**src/sv/matrix4x4_accumulator_unit_top_assert.svh**
```systemverilog
// ============================================================================
// Assertion macros for the 4x4 matrix accumulator
// Shared property wrappers: clocked on clk, disabled while arst_n is low.
// ============================================================================
`ifndef MATRIX4X4_ACCUMULATOR_UNIT_TOP_ASSERT_SVH
`define MATRIX4X4_ACCUMULATOR_UNIT_TOP_ASSERT_SVH

// same-cycle implication
`define MXA_AST_IMP(lbl, ante, cons) \
	lbl: assert property (@(posedge clk) disable iff (!arst_n) (ante) |-> (cons)) \
		else $error("mxa: same-cycle check failed");

// next-cycle implication
`define MXA_AST_NXT(lbl, ante, cons) \
	lbl: assert property (@(posedge clk) disable iff (!arst_n) (ante) |=> (cons)) \
		else $error("mxa: next-cycle check failed");

`endif

```
**src/sv/mxa_pkg.sv**
```systemverilog
// ============================================================================
// mxa_pkg
// Shared constants, opcodes and control structs of the matrix accumulator.
// ============================================================================
package mxa_pkg;

	localparam int ELEMENT_WIDTH_DEF = 32;
	localparam int DIM               = 4;
	localparam int CELLS             = DIM * DIM;
	localparam int CELL_AW           = $clog2(CELLS);
	localparam int DIM_AW            = $clog2(DIM);
	localparam int MUL_CNT_W         = CELL_AW + DIM_AW;
	localparam int VALUE_W           = 32;
	localparam int OP_W              = 3;
	localparam int S_TDATA_W         = 40;   // row, col, value = 36 bits, byte padded
	localparam int M_TDATA_W         = 40;

	localparam logic [OP_W-1:0] OP_LOAD_W = 3'd0;
	localparam logic [OP_W-1:0] OP_LOAD_O = 3'd1;
	localparam logic [OP_W-1:0] OP_IDENT  = 3'd2;
	localparam logic [OP_W-1:0] OP_MUL    = 3'd3;
	localparam logic [OP_W-1:0] OP_ADD    = 3'd4;
	localparam logic [OP_W-1:0] OP_SUB    = 3'd5;
	localparam logic [OP_W-1:0] OP_READ   = 3'd6;

	// one multiply-accumulate step handed to the MAC
	typedef struct packed {
		logic               vld;
		logic               first;
		logic               last;
		logic [CELL_AW-1:0] dst;
	} mac_ctl_t;

	// finished dot product write into scratch
	typedef struct packed {
		logic               we;
		logic [CELL_AW-1:0] addr;
	} mac_wr_t;

	// diagonal cell of the 4x4 grid
	function automatic logic is_diag(input logic [CELL_AW-1:0] addr);
		return addr[CELL_AW-1:DIM_AW] == addr[DIM_AW-1:0];
	endfunction

endpackage

```
**src/sv/mxa_mem.sv**
```systemverilog
// ============================================================================
// mxa_mem
// 16-entry matrix store: one write port, one read port, registered read data.
// ============================================================================
module mxa_mem #(
	parameter int EW = mxa_pkg::ELEMENT_WIDTH_DEF
) (
	input  logic                       clk,
	input  logic                       we,
	input  logic [mxa_pkg::CELL_AW-1:0] waddr,
	input  logic [EW-1:0]              wdata,
	input  logic                       re,
	input  logic [mxa_pkg::CELL_AW-1:0] raddr,
	output logic [EW-1:0]              rdata
);
	import mxa_pkg::*;

	logic [EW-1:0] mem_q [CELLS];
	logic [EW-1:0] rdata_q;

	always_ff @(posedge clk) begin
		if (we) begin
			mem_q[waddr] <= wdata;
		end
		if (re) begin
			rdata_q <= mem_q[raddr];
		end
	end

	assign rdata = rdata_q;

endmodule

```
**src/sv/mxa_mac.sv**
```systemverilog
// ============================================================================
// mxa_mac
// Pipelined multiply-accumulate: split partial products, product, running sum.
// ============================================================================
module mxa_mac #(
	parameter int EW = mxa_pkg::ELEMENT_WIDTH_DEF
) (
	input  logic              clk,
	input  logic              arst_n,
	input  mxa_pkg::mac_ctl_t ctl,
	input  logic [EW-1:0]     a,
	input  logic [EW-1:0]     b,
	output mxa_pkg::mac_wr_t  wr,
	output logic [EW-1:0]     res,
	output logic              busy
);
	import mxa_pkg::*;

	// low half H bits, high half LW bits; only the low EW bits of a*b matter
	localparam int H  = (EW + 1) / 2;
	localparam int LW = EW - H;

	mac_ctl_t        ctl_s1, ctl_s2;
	logic [2*H-1:0]  ll_s1;
	logic [LW-1:0]   x1_s1, x2_s1;
	logic [EW-1:0]   prod_s2;
	logic [EW-1:0]   acc_q;
	mac_wr_t         wr_q;

	always_ff @(posedge clk or negedge arst_n) begin
		if (!arst_n) begin
			ctl_s1 <= '0;
			ctl_s2 <= '0;
			wr_q   <= '0;
		end else begin
			ctl_s1  <= ctl;
			ctl_s2  <= ctl_s1;
			wr_q.we   <= ctl_s2.vld & ctl_s2.last;
			wr_q.addr <= ctl_s2.dst;
		end
	end

	always_ff @(posedge clk) begin
		ll_s1   <= a[H-1:0] * b[H-1:0];
		x1_s1   <= LW'(a[EW-1:H] * b[LW-1:0]);
		x2_s1   <= LW'(a[LW-1:0] * b[EW-1:H]);
		prod_s2 <= ll_s1[EW-1:0] + {LW'(x1_s1 + x2_s1), {H{1'b0}}};
		if (ctl_s2.vld) begin
			acc_q <= (ctl_s2.first ? '0 : acc_q) + prod_s2;
		end
	end

	assign wr   = wr_q;
	assign res  = acc_q;
	assign busy = ctl_s1.vld | ctl_s2.vld | wr_q.we;

endmodule

```
**src/sv/matrix4x4_accumulator_unit_top.sv**
```systemverilog
// ============================================================================
// matrix4x4_accumulator_unit_top
// 4x4 integer matrix accumulator: working and operand matrices in RAM,
// sequenced multiply, add, subtract and row-major read-out.
// ============================================================================
// Usage:
//   Commands enter on the s_ stream, one beat per command. s_tuser carries
//   the opcode, s_tdata the row, column and value used by the load commands.
//   Read-out results leave on the m_ stream, 16 beats in row-major order,
//   m_tlast on the last element. Other commands give no output beats.
// Command sequences (s_tready low until the command retires):
//   load working / load operand / identity / unused opcode : retired on acceptance
//   add, subtract : 16 RAM reads, one per element, then a drain (ST_WAIT)
//   multiply      : 64 MAC steps through one shared MAC, a MAC pipeline
//                   drain, a scratch copy of 16 reads, then a drain (ST_WAIT)
//   read-out      : 16 reads of the working RAM, one in flight at a time, so
//                   a new read waits until the last word has been registered.
// Reset: both matrices read as identity; per-entry valid flags are cleared,
//   no sweep of the RAMs is needed. An identity command clears the flags
//   of the working matrix.
// Back-pressure: a stalled m_ beat holds in the output register; read-out
//   pauses its RAM reads until the register drains. Once the last read is
//   issued the block takes new commands while that beat still waits.
// ============================================================================
`include "matrix4x4_accumulator_unit_top_assert.svh"

module matrix4x4_accumulator_unit_top #(
	parameter int ELEMENT_WIDTH = mxa_pkg::ELEMENT_WIDTH_DEF
) (
	input  logic                          clk,
	input  logic                          arst_n,
	// command stream
	input  logic                          s_tvalid,
	output logic                          s_tready,
	input  logic [mxa_pkg::S_TDATA_W-1:0] s_tdata,   // [1:0] row_index, [3:2] col_index,
	                                                 // [35:4] element_value, [39:36] zero
	input  logic [mxa_pkg::OP_W-1:0]      s_tuser,   // [2:0] op
	// read-out stream
	output logic                          m_tvalid,
	input  logic                          m_tready,
	output logic [mxa_pkg::M_TDATA_W-1:0] m_tdata,   // [1:0] out_row, [3:2] out_col,
	                                                 // [35:4] out_value, [39:36] zero
	output logic                          m_tlast    // last
);
	import mxa_pkg::*;

	localparam int EW = ELEMENT_WIDTH;

	// sequencer states
	localparam logic [2:0] ST_IDLE = 3'd0;
	localparam logic [2:0] ST_MUL  = 3'd1;  // issue 64 MAC reads
	localparam logic [2:0] ST_MDRN = 3'd2;  // let the MAC pipe empty
	localparam logic [2:0] ST_COPY = 3'd3;  // scratch -> working
	localparam logic [2:0] ST_ADD  = 3'd4;  // add or subtract sweep
	localparam logic [2:0] ST_RD   = 3'd5;  // read-out sweep
	localparam logic [2:0] ST_WAIT = 3'd6;  // last write-back or read-out word lands

	logic [2:0]           state_q, state_nxt;
	logic [MUL_CNT_W-1:0] cnt_q;
	logic                 sub_q;
	logic [CELLS-1:0]     wv_q, ov_q;   // entry written since reset (working: since reset / identity)

	// command fields
	logic                 s_fire;
	logic [OP_W-1:0]      in_op;
	logic [CELL_AW-1:0]   in_addr;
	logic signed [VALUE_W-1:0] in_val;
	logic [EW-1:0]        ld_val;

	// read issue
	logic                 mul_iss, add_iss, cp_iss, rd_iss, any_iss, last16;
	logic [CELL_AW-1:0]   w_raddr, o_raddr;

	// tags travelling with the RAM read
	logic                 rv_s1;
	logic [2:0]           kind_s1;
	logic                 sub_s1, wvb_s1, ovb_s1, first_s1, last_s1;
	logic [CELL_AW-1:0]   waddr_s1, oaddr_s1, dst_s1;
	logic                 sweep_wb;     // sweep write-back on the working RAM

	// RAM ports
	logic [EW-1:0]        w_rdata, o_rdata, sc_rdata;
	logic [EW-1:0]        w_val, o_val;
	logic                 w_we;
	logic [CELL_AW-1:0]   w_waddr;
	logic [EW-1:0]        w_wdata;
	logic                 o_we;

	// MAC
	mac_ctl_t             mac_ctl;
	mac_wr_t              mac_wr;
	logic [EW-1:0]        mac_res;
	logic                 mac_busy;

	// output register
	logic                 m_vld_q;
	logic [DIM_AW-1:0]    m_row_q, m_col_q;
	logic [VALUE_W-1:0]   m_val_q;
	logic                 m_last_q;

	// ---------------------------------------------------------------- command
	assign s_tready = (state_q == ST_IDLE);
	assign s_fire   = s_tvalid & s_tready;
	assign in_op    = s_tuser;
	assign in_addr  = {s_tdata[1:0], s_tdata[3:2]};
	assign in_val   = s_tdata[35:4];
	assign ld_val   = EW'(in_val);   // sign-extend or wrap to element width

	// ---------------------------------------------------------------- issue
	assign mul_iss = (state_q == ST_MUL);
	assign add_iss = (state_q == ST_ADD);
	assign cp_iss  = (state_q == ST_COPY);
	// one read in flight at a time so the output register always has room
	assign rd_iss  = (state_q == ST_RD) && !rv_s1 && (!m_vld_q || m_tready);
	assign any_iss = mul_iss | add_iss | cp_iss | rd_iss;
	assign last16  = (cnt_q[CELL_AW-1:0] == CELL_AW'(CELLS - 1));

	// multiply walks cnt = {i, j, k}: W[i][k] times O[k][j]
	always_comb begin
		if (mul_iss) begin
			w_raddr = {cnt_q[MUL_CNT_W-1 -: DIM_AW], cnt_q[DIM_AW-1:0]};
			o_raddr = {cnt_q[DIM_AW-1:0], cnt_q[CELL_AW-1:DIM_AW]};
		end else begin
			w_raddr = cnt_q[CELL_AW-1:0];
			o_raddr = cnt_q[CELL_AW-1:0];
		end
	end

	// ---------------------------------------------------------------- FSM
	always_comb begin
		state_nxt = state_q;
		case (state_q)
			ST_IDLE: begin
				if (s_fire) begin
					case (in_op)
						OP_MUL:         state_nxt = ST_MUL;
						OP_ADD, OP_SUB: state_nxt = ST_ADD;
						OP_READ:        state_nxt = ST_RD;
						default:        state_nxt = ST_IDLE;
					endcase
				end
			end
			ST_MUL:  if (cnt_q == '1) state_nxt = ST_MDRN;
			ST_MDRN: if (!rv_s1 && !mac_busy) state_nxt = ST_COPY;
			ST_COPY, ST_ADD: if (last16) state_nxt = ST_WAIT;
			ST_RD:   if (rd_iss && last16) state_nxt = ST_WAIT;
			ST_WAIT: if (!rv_s1) state_nxt = ST_IDLE;
			default: state_nxt = ST_IDLE;
		endcase
	end

	always_ff @(posedge clk or negedge arst_n) begin
		if (!arst_n) begin
			state_q <= ST_IDLE;
			cnt_q   <= '0;
			sub_q   <= 1'b0;
			rv_s1   <= 1'b0;
			kind_s1 <= ST_IDLE;
		end else begin
			state_q <= state_nxt;
			if (any_iss) begin
				cnt_q <= cnt_q + 1'b1;
			end else if (state_q == ST_IDLE || state_q == ST_MDRN) begin
				cnt_q <= '0;
			end
			if (s_fire) begin
				sub_q <= (in_op == OP_SUB);
			end
			rv_s1   <= any_iss;
			kind_s1 <= state_q;
		end
	end

	// read tags, payload only
	always_ff @(posedge clk) begin
		sub_s1   <= sub_q;
		waddr_s1 <= w_raddr;
		oaddr_s1 <= o_raddr;
		wvb_s1   <= wv_q[w_raddr];
		ovb_s1   <= ov_q[o_raddr];
		first_s1 <= (cnt_q[DIM_AW-1:0] == '0);
		last_s1  <= (cnt_q[DIM_AW-1:0] == DIM_AW'(DIM - 1));
		dst_s1   <= cnt_q[MUL_CNT_W-1:DIM_AW];
	end

	// never-written entries read as identity
	assign w_val = wvb_s1 ? w_rdata : (is_diag(waddr_s1) ? EW'(1) : '0);
	assign o_val = ovb_s1 ? o_rdata : (is_diag(oaddr_s1) ? EW'(1) : '0);

	// ---------------------------------------------------------------- write-back
	assign sweep_wb = rv_s1 && ((kind_s1 == ST_ADD) || (kind_s1 == ST_COPY));

	always_comb begin
		w_we    = 1'b0;
		w_waddr = waddr_s1;
		w_wdata = sc_rdata;
		if (s_fire && in_op == OP_LOAD_W) begin
			w_we    = 1'b1;
			w_waddr = in_addr;
			w_wdata = ld_val;
		end else if (rv_s1 && kind_s1 == ST_ADD) begin
			w_we    = 1'b1;
			w_wdata = sub_s1 ? (w_val - o_val) : (w_val + o_val);
		end else if (rv_s1 && kind_s1 == ST_COPY) begin
			w_we    = 1'b1;
		end
	end

	assign o_we = s_fire && (in_op == OP_LOAD_O);

	always_ff @(posedge clk or negedge arst_n) begin
		if (!arst_n) begin
			wv_q <= '0;
			ov_q <= '0;
		end else begin
			if (s_fire && in_op == OP_IDENT) begin
				wv_q <= '0;
			end else if (w_we) begin
				wv_q[w_waddr] <= 1'b1;
			end
			if (o_we) begin
				ov_q[in_addr] <= 1'b1;
			end
		end
	end

	// ---------------------------------------------------------------- storage
	mxa_mem #(.EW(EW)) u_wmem (
		.clk   (clk),
		.we    (w_we),
		.waddr (w_waddr),
		.wdata (w_wdata),
		.re    (mul_iss | add_iss | rd_iss),
		.raddr (w_raddr),
		.rdata (w_rdata)
	);

	mxa_mem #(.EW(EW)) u_omem (
		.clk   (clk),
		.we    (o_we),
		.waddr (in_addr),
		.wdata (ld_val),
		.re    (mul_iss | add_iss),
		.raddr (o_raddr),
		.rdata (o_rdata)
	);

	mxa_mem #(.EW(EW)) u_smem (
		.clk   (clk),
		.we    (mac_wr.we),
		.waddr (mac_wr.addr),
		.wdata (mac_res),
		.re    (cp_iss),
		.raddr (cnt_q[CELL_AW-1:0]),
		.rdata (sc_rdata)
	);

	// ---------------------------------------------------------------- MAC
	assign mac_ctl.vld   = rv_s1 && (kind_s1 == ST_MUL);
	assign mac_ctl.first = first_s1;
	assign mac_ctl.last  = last_s1;
	assign mac_ctl.dst   = dst_s1;

	mxa_mac #(.EW(EW)) u_mac (
		.clk    (clk),
		.arst_n (arst_n),
		.ctl    (mac_ctl),
		.a      (w_val),
		.b      (o_val),
		.wr     (mac_wr),
		.res    (mac_res),
		.busy   (mac_busy)
	);

	// ---------------------------------------------------------------- output
	always_ff @(posedge clk or negedge arst_n) begin
		if (!arst_n) begin
			m_vld_q <= 1'b0;
		end else if (rv_s1 && kind_s1 == ST_RD) begin
			m_vld_q <= 1'b1;
		end else if (m_tready) begin
			m_vld_q <= 1'b0;
		end
	end

	always_ff @(posedge clk) begin
		if (rv_s1 && kind_s1 == ST_RD) begin
			m_row_q  <= waddr_s1[CELL_AW-1:DIM_AW];
			m_col_q  <= waddr_s1[DIM_AW-1:0];
			m_val_q  <= VALUE_W'($signed(w_val));
			m_last_q <= (waddr_s1 == CELL_AW'(CELLS - 1));
		end
	end

	assign m_tvalid = m_vld_q;
	assign m_tdata  = {(M_TDATA_W - VALUE_W - 2 * DIM_AW)'(0), m_val_q, m_col_q, m_row_q};
	assign m_tlast  = m_last_q;

	// ---------------------------------------------------------------- checks
	// a read-out word only lands in an empty output register
	`MXA_AST_IMP(a_out_slot_free, rv_s1 && (kind_s1 == ST_RD), !m_vld_q)
	// a load never meets a sweep write-back on the working RAM port
	`MXA_AST_IMP(a_wport_single, s_fire && (in_op == OP_LOAD_W), !sweep_wb)
	// scratch copy starts only after every dot product is written
	`MXA_AST_IMP(a_copy_after_mac, state_q == ST_COPY, !mac_busy)
	// identity leaves every working entry reading as reset
	`MXA_AST_NXT(a_ident_clears, s_fire && (in_op == OP_IDENT), wv_q == '0)

endmodule
```
**config.mk**
```make
export PLATFORM = sky130hd
export DESIGN_NAME = matrix4x4_accumulator_unit_top
export DESIGN_NICKNAME = d
export VERILOG_FILES = /design/src/sv/mxa_pkg.sv /design/src/sv/mxa_mem.sv /design/src/sv/mxa_mac.sv /design/src/sv/matrix4x4_accumulator_unit_top.sv
export VERILOG_INCLUDE_DIRS = /design/src /design/src/sv
export SDC_FILE = /design/constraint.sdc
export NUM_CORES = 2
export LEC_CHECK = 0
export ABC_AREA = 1
export BUFFER_PORTS_ARGS = -buffer_cell sky130_fd_sc_hd__buf_4
export CORE_AREA = 2 2 458 460
export DETAILED_ROUTE_END_ITERATION = 8
export DIE_AREA = 0 0 460 462
export SLEW_MARGIN = 15
export SYNTH_ARGS = -nofsm -noshare
export SYNTH_HDL_FRONTEND = slang
export SYNTH_SLANG_ARGS = --single-unit
export TNS_END_PERCENT = 30
```
**constraint.sdc**
```tcl
create_clock -name clk -period 10.5 [get_ports clk]
set_input_delay 2.1 -clock clk [delete_from_list [all_inputs] [get_ports clk]]
set_output_delay 2.1 -clock clk [all_outputs]
set_load 0.02 [all_outputs]
```
==> results.py <==
metrics = {
    "drt": {
        "drc": 0,
        "wl_met3_um": 22350,
        "met1Wirelength_um": 119400,
        "drt-wirelength-per-cell_um": 25.48,
        "ant_nets": 0,
        "post_drt_via_cell_ratio": 5.777,
        "detailroute.wirelength.met2_um": 130400,
        "dr_vias": 64220,
        "drtPass1Iterations": 6,
        "detailedRoute.firstIterationViolations": 6949,
        "highest_layer": "met5",
        "drt-total-wl_um": 283200,
    },
    "clock_tree": {
        "clockRootBuffer": "sky130_fd_sc_hd__clkbuf_16",
        "ctsHoldBuffers": 0,
        "cts_made_buffers": 191,
        "cts_tree": "done",
        "cts_resized": 0,
        "clk_latency_ns": 0.87,
        "clk_pin_slew_ns": 0.07,
        "cts_setup_buffers": 0,
        "cts.sinks": 1880,
        "h_tree_levels": 4,
        "max-clock-path-buffers": 3,
    },
    "logic_synthesis": {
        "synth_top_area_cell": "sky130_fd_sc_hd__edfxtp_1",
        "postSynthAreaPerCell_um2": 11.27,
        "synth.ff_latch_count": 1880,
        "yosys_warnings": 0,
        "synth_async_reset_ratio": 0.03511,
        "synthMostInstantiatedCell": "sky130_fd_sc_hd__edfxtp_1",
        "synth.area.top_cells": "sky130_fd_sc_hd__edfxtp_1 55%, sky130_fd_sc_hd__fa_1 7.7%, sky130_fd_sc_hd__nor2_1 5.2%",
        "synth_top_area_share": 0.5493,
        "synth_cell_count_leaders": "1701 x sky130_fd_sc_hd__edfxtp_1, 1297 x sky130_fd_sc_hd__nor2_1, 948 x sky130_fd_sc_hd__o21ai_0",
        "part_of_the_yosys_area_used_for_sequential_elements": 0.5914,
        "edff_count_synth": 1701,
        "synth_cell_types": 58,
        "post_synth_instance_area_um2": 92990,
        "netlist_instances": 8252,
        "ys_flop_type": "sky130_fd_sc_hd__edfxtp_1",
    },
    "worst_setup_path": {
        "r2r_slack_ns": 2.96,
        "path_class": "reg -> reg",
        "cp_data_arrival_time_ns": 8.31,
        "worstPathRequired_ns": 11.27,
        "path_max_fanout": 22,
        "worst_setup_path_end_kind": "register",
        "timing.critical_path.from_type": "register",
        "r2r_end": "u_mac.ll_s1[25]",
        "r2r_cells": 22,
        "worst_r2r_startpoint": "wvb_s1",
    },
    "global_routing": {
        "globalRouteOverflowTotal": 0,
        "grt_pass1_vias": 62390,
        "initial_antenna_violation_count": 18,
        "largest_net_degree_at_the_start_of_global_routing": 222,
        "groute.usage.overall": 0.2654,
        "first_pass_grt_wire_length_um": 415100,
    },
    "sta": {
        "max_clock_freq_mhz": 132.6,
        "final_min_period_over_clock_period": 0.7180,
        "clock_skew_ns": 0.05706,
        "setup_tns_ns": 0,
        "timing.slew.headroom": 0.1684,
        "finalSetupViolCount": 0,
        "unrepaired_setup_endpoints_after_global_routing": "no",
        "worst_slew_pin_slew_ns": 1.247,
        "hold_violations": 0,
        "period_minus_slack_ns": 7.539,
        "slew_viol_final": 0,
    },
    "layout": {
        "flow.area_growth_from_synthesis_pct": 10.87,
        "num-nets-final": 8934,
        "drive_above_1_share": 0.07797,
        "utilization": 0.4954,
        "finish.instance_area_um2": 103100,
        "instances_no_fill": 11120,
        "biggestRegsByFlops": "u_omem.mem_q x512, u_smem.mem_q x512, u_wmem.mem_q x512",
    },
    "floorplanning": {
        "placementRows": 168,
        "floorplan.core_area_um2": 208100,
        "floorplan.initialDensity": 0.4468,
        "fp.dieArea_um2": 212500,
        "die_y_um": 462,
        "die_w_um": 460,
        "io_pins": 90,
    },
    "min_path": {
        "hold_path_end": "u_mac.ctl_s1[0]",
        "worst_hold_path_class": "reg -> reg",
        "worst_hold_path.num_cells": 0,
        "worst_hold_startpoint": "dst_s1[0]",
    },
    "placed_design": {
        "port-buffer-count": 81,
        "detailed_place_hpwl_um": 177800,
        "place_congestion": 0.9649,
        "post_dp_cell_area_um2": 96650,
        "placed_cells": 10760,
    },
    "power_and_ir_drop": {
        "power.total_w": 0.03367,
        "cellLeakagePower_nw": 38.86,
        "cellPowerDensity_nw_per_um2": 326.6,
        "vdd_drop_max_mv": 0.2682,
    },
    "status": {
        "result_of_the_run": "completed",
    },
    "job": {
        "max_cap_viol_count": 0,
    },
}
## critical path: stages (launching register included)
cell and delay, ns:
sky130_fd_sc_hd__dfxtp_1 0.31, sky130_fd_sc_hd__buf_4 0.26, sky130_fd_sc_hd__buf_4 0.30, sky130_fd_sc_hd__nand2_1 0.51, sky130_fd_sc_hd__inv_1 0.92, sky130_fd_sc_hd__nand2_1 0.17
sky130_fd_sc_hd__fa_1 0.53, sky130_fd_sc_hd__fa_1 0.49, sky130_fd_sc_hd__fa_1 0.54, sky130_fd_sc_hd__fa_1 0.59, sky130_fd_sc_hd__inv_1 0.06, sky130_fd_sc_hd__fa_1 0.53
sky130_fd_sc_hd__fa_1 0.47, sky130_fd_sc_hd__ha_1 0.41, sky130_fd_sc_hd__nand2_1 0.11, sky130_fd_sc_hd__inv_1 0.08, sky130_fd_sc_hd__nand3_1 0.07, sky130_fd_sc_hd__o21ai_0 0.35
sky130_fd_sc_hd__a21oi_1 0.17, sky130_fd_sc_hd__o21ai_0 0.33, sky130_fd_sc_hd__nand2_1 0.12, sky130_fd_sc_hd__nand3_1 0.09, sky130_fd_sc_hd__nand2_1 0.06
## per-stage QoR
step / setup WS [ns] / hold WS [ns]
floorplan: 4.593 / 0.3096
global placement: 2.989 / 0.3156
detailed placement: 3.038 / 0.3135
CTS: 2.990 / 0.3263
global route: 2.518 / 0.3289
finish: 2.961 / 0.3268
## area by class of cell
class | instances | area (um^2)
Multi-Input combinational cell | 5131 | 33570
Tap cell | 2720 | 3403
Clock buffer | 226 | 5046
Antenna cell | 9 | 22.52
Inverter | 826 | 3114
Fill cell | 18350 | 105000
Sequential cell | 1880 | 55010
Clock inverter | 124 | 1375
Timing Repair Buffer | 201 | 1559
## placed cells by master (no fill, tap or decap), drive strengths merged, types with 2 or more instances in the layout
master	synthesis	layout
a31oi	20	20
clkbuf	290	226
nor3b	2	2
bufinv	0	20
edfxtp	1701	1701
o31ai	4	4
nand2	933	933
xor2	121	121
xnor2	49	49
nand3	185	185
dfxtp	113	113
ha	298	298
conb	1	4
a21o	23	23
or2	22	22
dfrtp	66	66
o2111ai	5	5
nor4	10	10
o211ai	112	112
nand3b	15	15
o21a	9	9
o221ai	249	249
o22ai	150	150
a21oi	183	183
nand4	17	17
diode	0	9
buf	128	201
inv	812	817
fa	358	358
clkinvlp	0	7
nor2	1310	1310
nor3	39	39
a211oi	4	4
clkinv	14	106
a21boi	9	9
o21bai	14	14
o21ai	981	981
## kinds of logic after synthesis
family / after synthesis / share of synthesized area
fa+ha+maj: 656 / 0.1172
simple gates: 2534 / 0.1097
flops: 1880 / 0.5914
compound gates: 1767 / 0.1130
xor+xnor: 170 / 0.01609
buf+inv: 1244 / 0.05254
other cells: 1 / 0.00004033
## layer usage
metal,up-vias,track usage
li1,28670,-
met1,32360,0.3697
met2,2682,0.4201
met3,492,0.04272
met4,14,0.09838
met5,-,0
## power breakdown
part | switching (W) | leakage, nW | internal, W
clock network | 0.00298 | 3.13 | 0.00395
registers | 0.000481 | 17.1 | 0.00921
logic | 0.0119 | 18.6 | 0.00519
total | 0.0153 | 38.9 | 0.0183
## how the worst max path moves through the flow
stage / start / to / slack (ns) / cells past startpoint
6_report: wvb_s1 / u_mac.ll_s1[25] / 2.96 / 22
5_1_grt: ovb_s1 / u_mac.ll_s1[24] / 2.52 / 24
4_1_cts: ovb_s1 / u_mac.ll_s1[24] / 2.99 / 24
3_5_place_dp: ovb_s1 / u_mac.ll_s1[24] / 3.04 / 24
3_3_place_gp: wvb_s1 / u_mac.ll_s1[25] / 2.99 / 24
2_1_floorplan: ovb_s1 / u_mac.ll_s1[23] / 4.59 / 26
Note: power is estimated with default switching activity, not from simulation.
